## src/rtl/jhd_pkg.sv

```systemverilog
package jhd_pkg;

    localparam int CFG_IDX_W  = 3;
    localparam int CFG_DATA_W = 16;
    localparam int N_STAGES   = 9;

    localparam logic [CFG_IDX_W-1:0] CFG_DEADZONE  = 3'd0;
    localparam logic [CFG_IDX_W-1:0] CFG_MAX_DRIVE = 3'd1;
    localparam logic [CFG_IDX_W-1:0] CFG_GAIN_P    = 3'd2;
    localparam logic [CFG_IDX_W-1:0] CFG_GAIN_I    = 3'd3;
    localparam logic [CFG_IDX_W-1:0] CFG_GAIN_D    = 3'd4;

    localparam logic [9:0]         AXIS_CENTRE = 10'd512;
    localparam logic [11:0]        AXIS_SPAN   = 12'd1023;
    localparam logic [11:0]        AXIS_SPAN2  = 12'd2046;
    localparam logic [15:0]        HEAD_WRAP   = 16'd36000;
    localparam logic signed [16:0] FULL_CIRCLE = 17'sd36000;
    localparam logic signed [16:0] HALF_CIRCLE = 17'sd18000;
    // floor(q/100) == (q * RECIP_100) >> 30 for q below Q_SAT
    localparam logic [23:0]        RECIP_100   = 24'd10737419;
    localparam logic [32:0]        Q_SAT       = 33'd6553600;
    localparam logic signed [17:0] DRIVE_MAX   = 18'sd32767;

    typedef struct packed {
        logic [8:0]  dz;
        logic [9:0]  max_drive;
        logic [15:0] gp;
        logic [15:0] gi;
        logic [15:0] gd;
    } t_cfg;

    // ld[k]: stage k register takes new content; vld[k]: stage k holds a request
    typedef struct packed {
        logic [N_STAGES-1:0] ld;
        logic [N_STAGES-1:0] vld;
    } t_pipe_ctl;

endpackage

```

## src/rtl/jhd_axis.sv

```systemverilog
module jhd_axis
    import jhd_pkg::*;
(
    input  logic               i_clk,
    input  t_pipe_ctl          i_ctl,
    input  t_cfg               i_cfg,
    input  logic [9:0]         i_sx,
    input  logic [9:0]         i_sy,
    input  logic [15:0]        i_head,
    output logic signed [10:0] o_turn,
    output logic signed [10:0] o_fwd,
    output logic [15:0]        o_head
);

    function automatic logic in_deadzone(input logic [9:0] v, input logic [8:0] dz);
        logic [9:0] off;
        off = (v >= AXIS_CENTRE) ? (v - AXIS_CENTRE) : (AXIS_CENTRE - v);
        return (off < {1'b0, dz}) || (v == AXIS_CENTRE);
    endfunction

    // (2*p)/1023 - m, with /1023 as x/1024 plus a small remainder correction
    function automatic logic signed [10:0] axis_scale(input logic [19:0] p,
                                                      input logic [9:0] m);
        logic [20:0]        x;
        logic [10:0]        q0;
        logic [11:0]        rem;
        logic [10:0]        q;
        logic signed [11:0] a;
        x   = {p, 1'b0};
        q0  = x[20:10];
        rem = {2'b00, x[9:0]} + {1'b0, q0};
        if (rem >= AXIS_SPAN2) begin
            q = q0 + 11'd2;
        end else if (rem >= AXIS_SPAN) begin
            q = q0 + 11'd1;
        end else begin
            q = q0;
        end
        a = $signed({1'b0, q}) - $signed({2'b00, m});
        return a[10:0];
    endfunction

    logic [19:0] r_px, r_py;
    logic        r_zx, r_zy;
    logic [15:0] r_head1;
    logic signed [10:0] r_turn, r_fwd;
    logic [15:0] r_head2;

    always_ff @(posedge i_clk) begin
        if (i_ctl.ld[1]) begin
            r_px    <= i_sx * i_cfg.max_drive;
            r_py    <= i_sy * i_cfg.max_drive;
            r_zx    <= in_deadzone(i_sx, i_cfg.dz);
            r_zy    <= in_deadzone(i_sy, i_cfg.dz);
            r_head1 <= (i_head >= HEAD_WRAP) ? (i_head - HEAD_WRAP) : i_head;
        end
        if (i_ctl.ld[2]) begin
            r_turn  <= r_zx ? 11'sd0 : axis_scale(r_px, i_cfg.max_drive);
            r_fwd   <= r_zy ? 11'sd0 : axis_scale(r_py, i_cfg.max_drive);
            r_head2 <= r_head1;
        end
    end

    assign o_turn = r_turn;
    assign o_fwd  = r_fwd;
    assign o_head = r_head2;

endmodule

```

## config.mk

```make
export PLATFORM = sky130hd
export DESIGN_NAME = jhd_axis
export DESIGN_NICKNAME = d
export VERILOG_FILES = /design/src/rtl/jhd_pkg.sv /design/src/rtl/jhd_axis.sv
export SDC_FILE = /design/constraint.sdc
export NUM_CORES = 1
export LEC_CHECK = 0
export BUFFER_PORTS_ARGS = -buffer_cell sky130_fd_sc_hd__buf_2
export CAP_MARGIN = 20
export CORE_MARGIN = 1.5
export CORE_UTILIZATION = 35
export CTS_BUF_LIST = sky130_fd_sc_hd__clkbuf_8 sky130_fd_sc_hd__clkbuf_16
export DETAILED_ROUTE_END_ITERATION = 10
export REMOVE_ABC_BUFFERS = 1
export SYNTH_ARGS = -nofsm -noshare
export SYNTH_HDL_FRONTEND = slang
export SYNTH_SLANG_ARGS = --single-unit
```

## constraint.sdc

```tcl
create_clock -name i_clk -period 19.9 [get_ports i_clk]
set_input_delay 3.98 -clock i_clk [delete_from_list [all_inputs] [get_ports i_clk]]
set_output_delay 3.98 -clock i_clk [all_outputs]
set_load 0.005 [all_outputs]
```

-- Yosys cells after proc, flatten, opt, wreduce, memory -nomap -nowiden
Cells that the tools add are included.
- register bits: 96
- input bits: 122
- output and inout port bits: 38
- word-level logic and storage cells: 45
- add/sub/neg operators: 13
- multipliers: 2
- magnitude comparators: 9
- eq/ne operators: 2
- muxes and demuxes: 9
- reductions and logical operators: 2
- operators with widths (operator ; number):
    $mux 11 ; 6
    $mul 10x10->20 ; 2
    $add 10x11->12 ; 2
    $ge 12x10->1 const B ; 2
    $ge 12x11->1 const B ; 2
    $add 11x1->11 const B ; 2
    $add 11x2->11 const B ; 2
    $sub 11x10->11 ; 2
    $eq 10x10->1 const B ; 2
    $ge 10x10->1 const B ; 2
    $lt 10x9->1 ; 2
    $mux 10 ; 2
    $sub 10x10->10 const A ; 2
    $sub 10x10->10 const B ; 2
    $ge 16x16->1 const B ; 1
    $mux 16 ; 1
    $sub 16x16->16 const B ; 1
    $logic_or 1x1->1 ; 2

-- Longest topological paths before layout
- word-level depth: 6
- gate-level depth with buffers: 22
- mapped depth without buffers: 20

-- Worst setup path after synthesis
OpenSTA, ideal clock, no wires.
- path kind: input port to flip-flop
- start point: in i_cfg[50] (netlist name)
- end point: reg r_px[18] (data pin)
- setup time: 266 ps
- arrival: 9123 ps
- required time: 19634 ps
- setup slack: 10511 ps
- stages: 21
- path buffers: 2
- cells stage by stage: clkbuf_1 -> clkbuf_1 -> nand2_1 -> fa_1 -> inv_1 -> fa_1 -> inv_1 -> fa_1 -> inv_1 -> fa_1 -> inv_1 -> fa_1 -> inv_1 -> ha_1 -> o21a_1 -> o21ai_0 -> a311oi_1 -> o41a_1 -> a41o_1 -> o41ai_1 -> xnor2_1
- word-level cells in the longest chain between the ends: 1
- ends and longest elaborated chain (item ; line ; text):
    start, declared ; jhd_axis.sv:6 ; input t_cfg i_cfg,
    $mul 10x10->20 ; jhd_axis.sv:51 ; r_px <= i_sx * i_cfg.max_drive;
    end signal, assigned ; jhd_axis.sv:51 ;
    end, declared ; jhd_axis.sv:43 ; logic [19:0] r_px, r_py;
No other way between the ends.
A chain may end at the register's enable or synchronous reset.

-- Final worst setup path
- start point: in i_cfg[51] (netlist name)
- end point: reg r_px[18] (data pin)
The elaborated chain is that of the path after synthesis.

==> results.md <==
- Status: completed
- Clock tree root buffer cell: clkbuf_16
- Inst Count DP: 1921
- Standard-cell rows: 70
- Total number of vias: 9966
- IO Port Bufs: 95
- TritonRoute pass-1 iters: 4
- Post-synth top flop: edfxtp_1
- Initial standard-cell utilization of the core: 35.4%
- DRT Wirelength: 29200 microns
- Hold-fix buffer count after cts: 0
- Type of the most critical hold path: flip-flop to flip-flop
- Final Skew: 11.3 ps
- Layout cell share with drive strength beyond 1: 9.12%
- FMAX: 106 MHz
- Sequential standard cell area: 0.00288 sq mm
- Post-synthesis cell type with the largest combined area: edfxtp_1
- Avg Synthesized Cell Area: 9.28 sq um
- Nature of the critical path startpoint: input port
- Top Ports: 160
- Number of synthesized flops with an enable pin: 96
- Die span in y: 195 microns
- Setup crit end kind: flip-flop
- Number of fill cells: 3647
- Count of clock tree sinks: 96
- Leakage: 6.84 nW
- Detailed placement HPWL: 23000 microns
- Post-synthesis sequential element count: 96
- CTS tree: built
- Netlist area before placement: 0.0129 sq mm
- RSZ-0062 raised after global routing: no
- Max-cap violation count: 0
- Worst setup path category: input port to flip-flop
- Number of warning messages in the yosys log: 0
- Required time at the worst-slack endpoint: 19970 ps
- Antenna Nets Post-Route: 0
- Part of the Yosys area used for sequential elements: 22.3%
- Netlist cell types: 74
- DR WL/cell: 15.1 microns
- Inserted Clock Buffers: 9
- Clock Latency Late Sink: 350 ps
- Global-route wire length before repair: 48900 microns
- Number of setup violations in the final report: 0
- Initial DRC Count: 379
- Min Clock Period, post-route: 9440 ps
- Buffers from clock root to sink, at most: 2
- Via count of the first global-routing pass: 10100
- Proportion of netlist area held by the largest area contributor: 22.3%
- Setup TNS: 0 ps
- Post-route total power: 1.94 mW
- Final number of hold-violating endpoints: 0
- H-Tree Depth: 3
- Cell Pwr Density: 137 mW/mm^2
- All-layer global routing usage: 15.9%
- Clock edge transition at the registers on the reported setup and hold paths: 80 ps
- Signed area change from the synthesized netlist to the final layout: 9.59%
- Drc violations: 0
- Area of the multi-input gates: 0.00913 sq mm
- Maximum fanout encountered on the critical timing path: 21
- Die outline width: 195 microns
- Ranking of synthesized cells by instance count: inv_1 (204), ha_1 (171), nand2_1 (171), fa_1 (128), nor2_1 (106)
- Die Outline Area: 0.0381 sq mm
- Dominant cells by area after synthesis: edfxtp_1 (22%), fa_1 (20%), ha_1 (17%), inv_1 (5.9%), nand2_1 (5.0%)
- Detail-routed via count per cell: 5.15
- Max VDD drop: 0.0000557 V
- Post-Synthesis Cells: 1394
- Most frequent cell after synthesis: inv_1
- Filler-free cell count of the finished design: 1937
- Slew HR: 43.4%
- Arrival time of the worst setup path: 9510 ps
- Area of the core: 0.0365 sq mm
- Async set-or-reset flop fraction in the synthesized netlist: 0%
- Final #Nets: 1885
- Number of antenna violations at the first check in global routing: 1
- Resized Gates After CTS: 0
- Total grt overflow: 0
- ANT cells: 0
- Postcts setup bufs: 0
- Minimum setup slack after placement: 10110 ps
- Final number of max-transition violations: 0
- Transition time at the pin with the least slew margin: 839 ps
- WHS: 419 ps
- Maximum number of pins on one net before global-route repair: 59
- Final period util: 47.4%
- Least setup slack across all paths after layout: 10460 ps
- Final estimated routing congestion in global placement: 0.832
-- cell families after synthesis --
family | Yosys count | synth area share [%]
XOR/XNOR | 85 | 5.76
multiplexers | 5 | 0.406
AND/OR/NAND/NOR | 464 | 17.0
AO/OA/AOI/OAI | 201 | 11.1
adder cells (fa/ha/maj) | 299 | 36.4
buffers and inverters | 244 | 7.08
flip-flops | 96 | 22.3
-- sequential cells by signal, summed over array words and instances (netlist names) --
name	count
r_px	20
r_py	20
o_head	16
r_head1	16
o_fwd	11
o_turn	11
r_zx	1
r_zy	1
-- critical path: stages --
cell and delay, ps:
buf_2 360, nand2_1 140, fa_1 550, inv_1 50
fa_1 490, inv_1 50, fa_1 470, inv_1 50
fa_1 530, inv_1 60, fa_1 520, inv_1 40
ha_1 340, o21a_1 200, o21ai_0 310, a311oi_1 160
o41a_1 390, a41o_1 280, o41ai_1 320, xnor2_1 210
-- placed cells by master, fill, tap and decap left out, types with 7 or more instances in the layout --
cell       instances
inv_1            204
nand2_1          171
ha_1             171
fa_1             128
nor2_1           106
edfxtp_1          96
buf_2             95
and2_1            47
a21oi_1           46
xnor2_1           46
xor2_1            39
o21ai_0           36
nor3_1            30
nand3_1           18
a21o_1            17
and3_1            16
o21a_1            15
nor2b_1           14
nor4_1            12
a211oi_1          11
nand2b_1          11
or3_1             10
clkbuf_16          9
o21bai_1           7
a21boi_0           7
-- final cells by class --
type | instances | share of cell area (%)
clock buffers | 9 | 1.59
clock inverters | 7 | 0.600
inverters | 207 | 5.48
multi-input cells | 1054 | 64.4
flip-flops and latches | 96 | 20.3
well taps | 468 | 4.13
repair buffers | 96 | 3.41
-- routing by layer --
metal / global-route usage, % / share of wire [%] / vias up
met3: 1.66 / 4.6 / 44
met2: 25.5 / 44 / 250
li1: - / - / 4815
met1: 22.4 / 49 / 4857
met4: 5.11 / 2.3 / 0
met5: 0 / 0 / -
-- where the power goes --
| group | switching, mW | total, mW | leakage, nW | internal (mW) |
|---|---|---|---|---|
| sequential | 0.0591 | 0.400 | 0.950 | 0.341 |
| clock | 0.0796 | 0.180 | 0.146 | 0.100 |
| combinational | 0.766 | 1.36 | 5.74 | 0.593 |
-- stage by stage --
step                      area [sq um]  utilization [%]
after floorplan                  12800                -
after global placement           13900             38.0
after detailed placement         13900             38.0
after CTS                        14200             38.8
after global routing             14200             38.8
final                            14200             38.8
-- path summary, 6_finish.rpt --
| kind | start | end | slack (ps) | cells past startpoint |
|---|---|---|---|---|
| max reg2reg | r_px[10] | o_turn[10] | 14420 | 19 |
| min | r_head1[6] | o_head[6] | 420 | 0 |
| max | i_cfg[51] | r_px[18] | 10460 | 20 |
| min reg2reg | r_head1[6] | o_head[6] | 420 | 0 |
Power figures use the tool's default switching activity.
