==> src/rtl/jhd_pkg.sv <==
package jhd_pkg;

    localparam int CFG_IDX_W  = 3;
    localparam int CFG_DATA_W = 16;
    localparam int N_STAGES   = 9;

    localparam logic [CFG_IDX_W-1:0] CFG_DEADZONE  = 3'd0;
    localparam logic [CFG_IDX_W-1:0] CFG_MAX_DRIVE = 3'd1;
    localparam logic [CFG_IDX_W-1:0] CFG_GAIN_P    = 3'd2;
    localparam logic [CFG_IDX_W-1:0] CFG_GAIN_I    = 3'd3;
    localparam logic [CFG_IDX_W-1:0] CFG_GAIN_D    = 3'd4;

    localparam logic [9:0]         AXIS_CENTRE = 10'd512;
    localparam logic [11:0]        AXIS_SPAN   = 12'd1023;
    localparam logic [11:0]        AXIS_SPAN2  = 12'd2046;
    localparam logic [15:0]        HEAD_WRAP   = 16'd36000;
    localparam logic signed [16:0] FULL_CIRCLE = 17'sd36000;
    localparam logic signed [16:0] HALF_CIRCLE = 17'sd18000;
    // floor(q/100) == (q * RECIP_100) >> 30 for q below Q_SAT
    localparam logic [23:0]        RECIP_100   = 24'd10737419;
    localparam logic [32:0]        Q_SAT       = 33'd6553600;
    localparam logic signed [17:0] DRIVE_MAX   = 18'sd32767;

    typedef struct packed {
        logic [8:0]  dz;
        logic [9:0]  max_drive;
        logic [15:0] gp;
        logic [15:0] gi;
        logic [15:0] gd;
    } t_cfg;

    // ld[k]: stage k register takes new content; vld[k]: stage k holds a request
    typedef struct packed {
        logic [N_STAGES-1:0] ld;
        logic [N_STAGES-1:0] vld;
    } t_pipe_ctl;

endpackage

==> src/rtl/jhd_hold.sv <==
module jhd_hold
    import jhd_pkg::*;
#(
    parameter int INTEGRAL_LIMIT = 8388607
) (
    input  logic               i_clk,
    input  logic               i_rst_n,
    input  t_pipe_ctl          i_ctl,
    input  logic signed [10:0] i_turn,
    input  logic signed [10:0] i_fwd,
    input  logic [15:0]        i_head,
    output logic signed [15:0] o_err,
    output logic signed [23:0] o_sum,
    output logic signed [16:0] o_deriv,
    output logic signed [10:0] o_fwd
);

    localparam logic signed [24:0] LIM_POS = 25'(INTEGRAL_LIMIT);
    localparam logic signed [24:0] LIM_NEG = -LIM_POS;

    logic [15:0]        r_target;
    logic               r_loaded;
    logic signed [15:0] r_prev;
    logic signed [23:0] r_esum;

    logic signed [15:0] r_err;
    logic signed [23:0] r_sum;
    logic signed [16:0] r_deriv;
    logic signed [10:0] r_fwd;

    logic               upd;
    logic signed [16:0] base, head_s, t, t_w, err_raw, err_w;
    logic signed [13:0] step;
    logic signed [24:0] sum_raw, sum_c;
    logic [15:0]        n_target;
    logic signed [15:0] n_err;
    logic signed [23:0] n_sum;
    logic signed [16:0] n_deriv;

    assign upd = i_ctl.ld[3] && i_ctl.vld[2];

    always_comb begin
        head_s  = $signed({1'b0, i_head});
        base    = r_loaded ? $signed({1'b0, r_target}) : head_s;
        step    = $signed({i_turn[10], i_turn, 2'b00}) + $signed({{3{i_turn[10]}}, i_turn});
        t       = base + $signed({{3{step[13]}}, step});
        if (t > FULL_CIRCLE) begin
            t_w = t - FULL_CIRCLE;
        end else if (t < 17'sd0) begin
            t_w = t + FULL_CIRCLE;
        end else begin
            t_w = t;
        end
        n_target = t_w[15:0];
        err_raw  = t_w - head_s;
        if (err_raw > HALF_CIRCLE) begin
            err_w = err_raw - FULL_CIRCLE;
        end else if (err_raw < -HALF_CIRCLE) begin
            err_w = err_raw + FULL_CIRCLE;
        end else begin
            err_w = err_raw;
        end
        n_err   = err_w[15:0];
        sum_raw = $signed({r_esum[23], r_esum}) + $signed({{9{n_err[15]}}, n_err});
        if (sum_raw > LIM_POS) begin
            sum_c = LIM_POS;
        end else if (sum_raw < LIM_NEG) begin
            sum_c = LIM_NEG;
        end else begin
            sum_c = sum_raw;
        end
        n_sum   = sum_c[23:0];
        n_deriv = $signed({n_err[15], n_err}) - $signed({r_prev[15], r_prev});
    end

    always_ff @(posedge i_clk) begin
        if (!i_rst_n) begin
            r_target <= '0;
            r_loaded <= 1'b0;
            r_prev   <= '0;
            r_esum   <= '0;
        end else if (upd) begin
            r_target <= n_target;
            r_loaded <= 1'b1;
            r_prev   <= n_err;
            r_esum   <= n_sum;
        end
    end

    always_ff @(posedge i_clk) begin
        if (i_ctl.ld[3]) begin
            r_err   <= n_err;
            r_sum   <= n_sum;
            r_deriv <= n_deriv;
            r_fwd   <= i_fwd;
        end
    end

    assign o_err   = r_err;
    assign o_sum   = r_sum;
    assign o_deriv = r_deriv;
    assign o_fwd   = r_fwd;

    a_loaded_after_upd: assert property (@(posedge i_clk) disable iff (!i_rst_n)
        upd |=> r_loaded)
        else $error("target not marked loaded after first request");

    a_target_range: assert property (@(posedge i_clk) disable iff (!i_rst_n)
        upd |=> (r_target <= 16'd36000))
        else $error("held target out of range");

    a_err_range: assert property (@(posedge i_clk) disable iff (!i_rst_n)
        i_ctl.vld[3] |-> (r_err <= 16'sd18000 && r_err >= -16'sd18000))
        else $error("wrapped heading error out of range");

endmodule

==> config.mk <==
export PLATFORM = sky130hd
export DESIGN_NAME = jhd_hold
export DESIGN_NICKNAME = d
export VERILOG_FILES = /design/src/rtl/jhd_pkg.sv /design/src/rtl/jhd_hold.sv
export SDC_FILE = /design/constraint.sdc
export NUM_CORES = 1
export LEC_CHECK = 0
export BUFFER_PORTS_ARGS = -buffer_cell sky130_fd_sc_hd__buf_2
export CAP_MARGIN = 5
export CORE_MARGIN = 2
export CORE_UTILIZATION = 35
export CTS_CLUSTER_SIZE = 30
export DETAILED_ROUTE_END_ITERATION = 10
export PLACE_DENSITY_LB_ADDON = 0.12
export SYNTH_ARGS = -nofsm -noshare
export SYNTH_HDL_FRONTEND = slang
export SYNTH_SLANG_ARGS = --single-unit
==> constraint.sdc <==
create_clock -name i_clk -period 10.65 [get_ports i_clk]
set_input_delay 1.5975 -clock i_clk [delete_from_list [all_inputs] [get_ports i_clk]]
set_output_delay 1.5975 -clock i_clk [all_outputs]
set_load 0.01 [all_outputs]
# == Word level (Yosys, flattened, before mapping) ==
# Index checks and enable logic that the tools add are counted.
# W data, S select, Z words.
# totals
wordCells,31
out_inout_bits,68
in_bits,58
regBits,125
# classes
n_mux,7
addsub,9
n_reduce_logical,1
n_lt_le_gt_ge,6
# ops
op,count
$mux W16,3
$mux W24,2
$mux W17,2
$add A24 B16 Y25,1
$gt A25 B24 Y1 const B,1
$lt A25 B24 Y1 const B,1
$add A17 B14 Y17,1
$add A17 B17 Y17 const B,1
$gt A17 B16 Y1 const B,1
$gt A17 B17 Y1 const B,1
$lt A17 B1 Y1 const B,1
$lt A17 B16 Y1 const B,1
$sub A16 B16 Y17,1
$sub A17 B17 Y17,1
$sub A17 B17 Y17 const B,1
$add A16 B16 Y16 const B,1
$sub A16 B16 Y16 const B,1
$add A13 B11 Y14,1
$logic_and A1 B1 Y1,1

# == Longest topological paths before layout ==
# depth
ltp_word,13
mapped_depth,48
ltp_nobuf,43

# == Least setup slack after synthesis ==
# OpenSTA, ideal clock, no wires.
# synth_timing
path_kind,input port to flip-flop
from,input i_head[6]
to,"register r_sum[0], in the netlist o_sum[0] (data pin)"
path_buffers,2
t_required_ns,10.383
arrival_ns,10.853
cell_stages,38
slack_ns,-0.470
setup_time_ns,0.267
cell_sequence,inv_1 -> o21ai_0 -> fa_1 -> ha_1 -> and3_1 -> a22o_1 -> o21ai_2 -> o211ai_2 -> or3_1 -> a21o_1 -> o211ai_1 -> clkbuf_1 -> nand2_1 -> xnor2_1 -> ha_1 -> or2_2 -> o31a_1 -> xor2_1 -> [... 2 more ...] -> a41o_1 -> a311o_1 -> a31oi_1 -> o221ai_1 -> and3_1 -> or2_2 -> ha_1 -> and3_1 -> a221o_1 -> or3b_1 -> o31ai_2 -> o2111ai_1 -> a21oi_1 -> xnor2_1 -> nor2_1 -> a31oi_1 -> clkbuf_1 -> nand3b_1
# synth_via
elab_chain_cells,13
word_cells_on_any_way,20
classes_between,7 x add/sub; 6 x order compare; 7 x mux
# synth_lines
element,line_no,text
start: declaration,jhd_hold.sv:11,"input logic [15:0] i_head,"
$mux W16 (*),jhd_hold.sv:44,"base = r_loaded ? $signed({1'b0, r_target}) : head_s;"
$add A17 B14 Y17 (*),jhd_hold.sv:46,"t = base + $signed({{3{step[13]}}, step});"
$lt A17 B1 Y1,jhd_hold.sv:49,end else if (t < 17'sd0) begin
$mux W17,jhd_hold.sv:49,
$mux W17 (*),jhd_hold.sv:47,if (t > FULL_CIRCLE) begin
net t_w[5],jhd_hold.sv:32,"logic signed [16:0] base, head_s, t, t_w, err_raw, err_w;"
$sub A17 B17 Y17 (*),jhd_hold.sv:55,err_raw = t_w - head_s;
$add A16 B16 Y16 or $lt A17 B16 Y1 (tied branches),"jhd_hold.sv:59, jhd_hold.sv:58",
$mux W16,jhd_hold.sv:58,end else if (err_raw < -HALF_CIRCLE) begin
$mux W16 (*),jhd_hold.sv:56,if (err_raw > HALF_CIRCLE) begin
net err_w[15],jhd_hold.sv:32,
$add A24 B16 Y25 (*),jhd_hold.sv:64,"sum_raw = $signed({r_esum[23], r_esum}) + $signed({{9{n_err[15]}}, n_err});"
$lt A25 B24 Y1,jhd_hold.sv:67,end else if (sum_raw < LIM_NEG) begin
$mux W24,jhd_hold.sv:67,
$mux W24 (*),jhd_hold.sv:65,if (sum_raw > LIM_POS) begin
net sum_c[0],jhd_hold.sv:34,"logic signed [24:0] sum_raw, sum_c;"
end signal: assignment,jhd_hold.sv:93,r_sum <= n_sum;
end: declaration,jhd_hold.sv:27,logic signed [23:0] r_sum;
# Mark *: on every way through the listed nets, which the timed path passes. The rest lies on a longest branch.
# A chain may end at the register's enable or synchronous reset.

# == Final worst setup path ==
# layout_timing
from,input i_head[1]
to,"register r_sum[3], in the netlist o_sum[3] (data pin)"
# layout_via
elab_chain_cells,13
word_cells_on_any_way,20
classes_between,7 x add/sub; 6 x order compare; 7 x mux
# layout_lines
element,line_no
$mux W16 (*),jhd_hold.sv:44
$add A17 B14 Y17 (*),jhd_hold.sv:46
$add A17 B17 Y17 or $lt A17 B1 Y1 (tied branches),"jhd_hold.sv:50, jhd_hold.sv:49"
$mux W17,jhd_hold.sv:49
$mux W17 (*),jhd_hold.sv:47
net t_w[6],jhd_hold.sv:32
$sub A17 B17 Y17 (*),jhd_hold.sv:55
$add A16 B16 Y16 or $lt A17 B16 Y1 (tied branches),"jhd_hold.sv:59, jhd_hold.sv:58"
$mux W16,jhd_hold.sv:58
$mux W16 (*),jhd_hold.sv:56
net err_w[15],jhd_hold.sv:32
$add A24 B16 Y25 (*),jhd_hold.sv:64
$lt A25 B24 Y1,jhd_hold.sv:67
$mux W24,jhd_hold.sv:67
$mux W24 (*),jhd_hold.sv:65
net sum_c[3],jhd_hold.sv:34
# Marked as above.

==> results.py <==
metrics = {
    "route": {
        "wl_per_cell_um": 15.92,
        "drtIter0Drc": 548,
        "totalWireLength_um": 29210,
        "dr.pass1.iters": 5,
        "drc_errors": 0,
        "ant_nets": 0,
        "via_per_inst": 5.091,
        "via_count": 9342,
    },
    "critical_path": {
        "worstReg2RegEnd": "o_sum[3]$_DFFE_PP_",
        "cpMostUsedCell": "buf_6",
        "crit_type": "in -> reg",
        "reg2reg_from": "r_loaded$_SDFFE_PN0P_",
        "max_stage_delay_ns": 0.41,
        "arrival_ns": 10.63,
        "reg2reg_slack_ns": 0.79,
        "start_kind": "input port",
        "crit_fanout": 6,
        "crit_required_ns": 10.83,
        "rr_worst_depth": 42,
        "end_kind": "flip-flop",
        "worst_path_max_delay_cell": "or3b_4",
    },
    "clock_tree": {
        "cts_tree": "done",
        "cts_max_level": 4,
        "cts_buffers": 17,
        "insertion_delay_ns": 0.43,
        "clockBufferDepth": 2,
        "cts-root-buf": "clkbuf_16",
        "clk_pin_slew_ns": 0.06,
        "numClockSinks": 125,
    },
    "synthesis": {
        "synth-xor-area-share_pct": 6.532,
        "synth_compound_area_share_pct": 24.25,
        "synthMuxAreaShare_pct": 0.4235,
        "yosys.area_share.simple_pct": 17.70,
        "ys_ff_latch": 125,
        "ys.flop_type": "edfxtp_1",
        "postSynthCellCount": 1073,
        "synth_top_family_by_area": "compound AO/OA/AOI/OAI gates",
        "ys_seq_area_share_pct": 32.64,
        "synth_nets": 1227,
        "ys_async_sr_fraction_pct": 0,
        "synth_edf_count": 68,
        "avgSynthCellArea_sq_um": 9.087,
        "synth.distinct_cells": 89,
        "synthAdderAreaFrac_pct": 13.91,
        "ys_warn_count": 0,
        "syn-cell-area_sq_um": 9751,
    },
    "timing": {
        "fin_setup_tns_ns": 0,
        "max_freq_mhz": 95.73,
        "skew_ns": 0.01042,
        "tightest_slew_ns": 1.160,
        "drv_slew": 0,
        "min_period_ns": 10.45,
        "slew_headroom_pct": 22.66,
        "hold_viol": 0,
        "period_share_pct": 98.08,
        "setup_violations": 0,
        "fin_ws_ns": 0.2040,
    },
    "global_route": {
        "antenna_found_initial": 0,
        "first_global_vias": 9146,
        "grt_usage_pct": 19.68,
        "grt_max_degree": 69,
        "grt_pass1_wl_um": 45720,
        "gr-total-overflow": 0,
    },
    "floorplan": {
        "num_rows": 61,
        "die_x_um": 170.9,
        "die_height_um": 170.9,
        "die-area_sq_um": 29210,
        "coreArea_sq_um": 27630,
        "start_util_pct": 35.29,
        "io_pins": 126,
    },
    "placed_design": {
        "pre_cts_slack_ns": -0.4569,
        "gp_congestion": 0.8387,
        "hpwl_um": 21540,
        "port_buffers": 109,
        "dp.cells": 1773,
        "placed_cell_area_sq_um": 12590,
    },
    "worst_hold_path": {
        "hp-class": "reg -> reg",
        "holdPathEnd": "r_prev[3]$_SDFFE_PN0P_",
        "worstHoldStart": "r_prev[3]$_SDFFE_PN0P_",
        "min_path_cells": 2,
    },
    "final_layout": {
        "fillCellCount": 2623,
        "drive_gt1_share_pct": 37.41,
        "syn_to_final_growth_pct": 44.28,
        "design_area_sq_um": 14070,
        "insertedDiodeCount": 0,
        "fin_cells": 1835,
        "nets": 1598,
    },
    "status": {
        "status": "complete, no violations",
    },
    "flow_run": {
        "maxCapViolCount": 0,
    },
}
## critical path, delay by kind of cell
family,cells,cell delay (ns)
AOI/OAI and AO/OA,17,3.51
and+or+nand+nor,10,2.70
adders and majority gates,5,1.34
buffers and inverters,9,1.24
xor gates and xnor gates,2,0.20
## cell usage in the layout (no fill, tap or decap), types with 7 or more instances in the layout
cell type / Yosys / routed
nand3_1: 23 / 21
o21a_1: 14 / 13
o21bai_1: 8 / 7
or3_1: 9 / 7
xnor2_2: 2 / 9
and2_1: 23 / 22
a211oi_1: 10 / 7
ha_4: 0 / 8
o211ai_1: 15 / 15
a21o_1: 24 / 24
nand2_1: 111 / 106
fa_1: 14 / 13
o31a_1: 7 / 7
nor3_1: 21 / 20
o21ai_0: 53 / 41
a21oi_2: 2 / 10
xnor2_1: 41 / 31
o21ai_1: 3 / 10
nor2_1: 74 / 71
a21oi_1: 46 / 38
buf_4: 0 / 267
inv_1: 73 / 71
xor2_1: 28 / 26
clkbuf_16: 0 / 20
nand2b_1: 14 / 12
a32o_1: 17 / 17
and3_1: 13 / 11
buf_6: 2 / 12
a211o_1: 7 / 7
nor3b_1: 11 / 10
edfxtp_1: 68 / 68
nor2b_1: 8 / 7
a21boi_0: 19 / 19
dfxtp_1: 57 / 57
ha_1: 82 / 71
buf_2: 3 / 107
## metal layers
metal,share of wire [%],track usage [%]
met5,0,0
met4,1.0,4.164
met3,2.8,2.799
met2,49,34.62
met1,47,25.63
## through the flow
step | util [%] | hold slack, ns
5_1_grt | 50.92 | 0.4863
2_1_floorplan | - | 0.4400
3_5_place_dp | 45.57 | 0.4621
4_1_cts | 47.74 | 0.4708
6_report | 50.92 | 0.4680
3_3_place_gp | 45.57 | 0.4534
## sequential cells by signal, indices dropped and copies added, names as in the netlist
name      flops
o_deriv      17
o_err        16
o_fwd        11
o_sum        24
r_target     16
r_prev       16
r_esum       24
r_loaded      1
## cells by family after synthesis
group,after synthesis
AOI/OAI and AO/OA,314
xor gates and xnor gates,71
adders and majority gates,101
buffers and inverters,113
DFF,125
muxes,4
and+or+nand+nor,345
## final cells by class
class	instances	area, sq um	area share (%)
repair buffers	392	2810	19.98
well taps	378	473.0	3.362
multi-input cells	835	6730	47.84
clock inverters	15	172.7	1.227
clock buffers	17	425.4	3.024
flip-flops and latches	125	3183	22.63
inverters	73	274.0	1.948
## synthesized netlist by cell type, types with 7 or more instances
cell / count / area [sq um]
o21ai_0: 53 / 265.3
nand2_1: 111 / 416.7
dfxtp_1: 57 / 1141
ha_1: 82 / 1026
a21oi_1: 46 / 230.2
a21boi_0: 19 / 142.6
nor2b_1: 8 / 50.05
or3_1: 9 / 56.30
a32o_1: 17 / 170.2
a21o_1: 24 / 180.2
o211ai_1: 15 / 112.6
nor3_1: 21 / 105.1
and3_1: 13 / 81.33
xor2_1: 28 / 245.2
nand3_1: 23 / 115.1
a211oi_1: 10 / 75.07
o21bai_1: 8 / 60.06
o31a_1: 7 / 61.31
edfxtp_1: 68 / 2042
nor3b_1: 11 / 82.58
o311a_1: 7 / 70.07
nor2_1: 74 / 277.8
a31oi_1: 8 / 50.05
and2_1: 23 / 143.9
xnor2_1: 41 / 359.1
o21a_1: 14 / 105.1
a211o_1: 7 / 61.31
clkbuf_1: 29 / 108.9
inv_1: 73 / 274.0
fa_1: 14 / 280.3
nand2b_1: 14 / 87.58
## worst max path at each step
stage / startpoint / endpoint / slack (ns) / depth (start not counted)
floorplan: i_head[6] / o_sum[9]$_DFFE_PP_ / 0.02 / 41
global placement: i_head[1] / o_sum[9]$_DFFE_PP_ / -0.38 / 41
detailed placement: i_head[1] / o_sum[9]$_DFFE_PP_ / -0.46 / 41
CTS: i_head[1] / o_sum[9]$_DFFE_PP_ / 0.01 / 41
global route: i_head[1] / o_sum[17]$_DFFE_PP_ / -0.12 / 43
finish: i_head[1] / o_sum[3]$_DFFE_PP_ / 0.20 / 43
## timing repair
item / CTS / global route
gates cloned: 0 / 4
hold buffers: 0 / 0
endpoints found under the hold margin: 0 / 0
buffers inserted: 0 / 27
resized for setup: 1 / 115
pin swaps: 0 / 49
endpoints found under the setup margin: 17 / 46
Power is not shown: default switching activity piles up to over one toggle a cycle in this logic, so the estimate is an artifact.
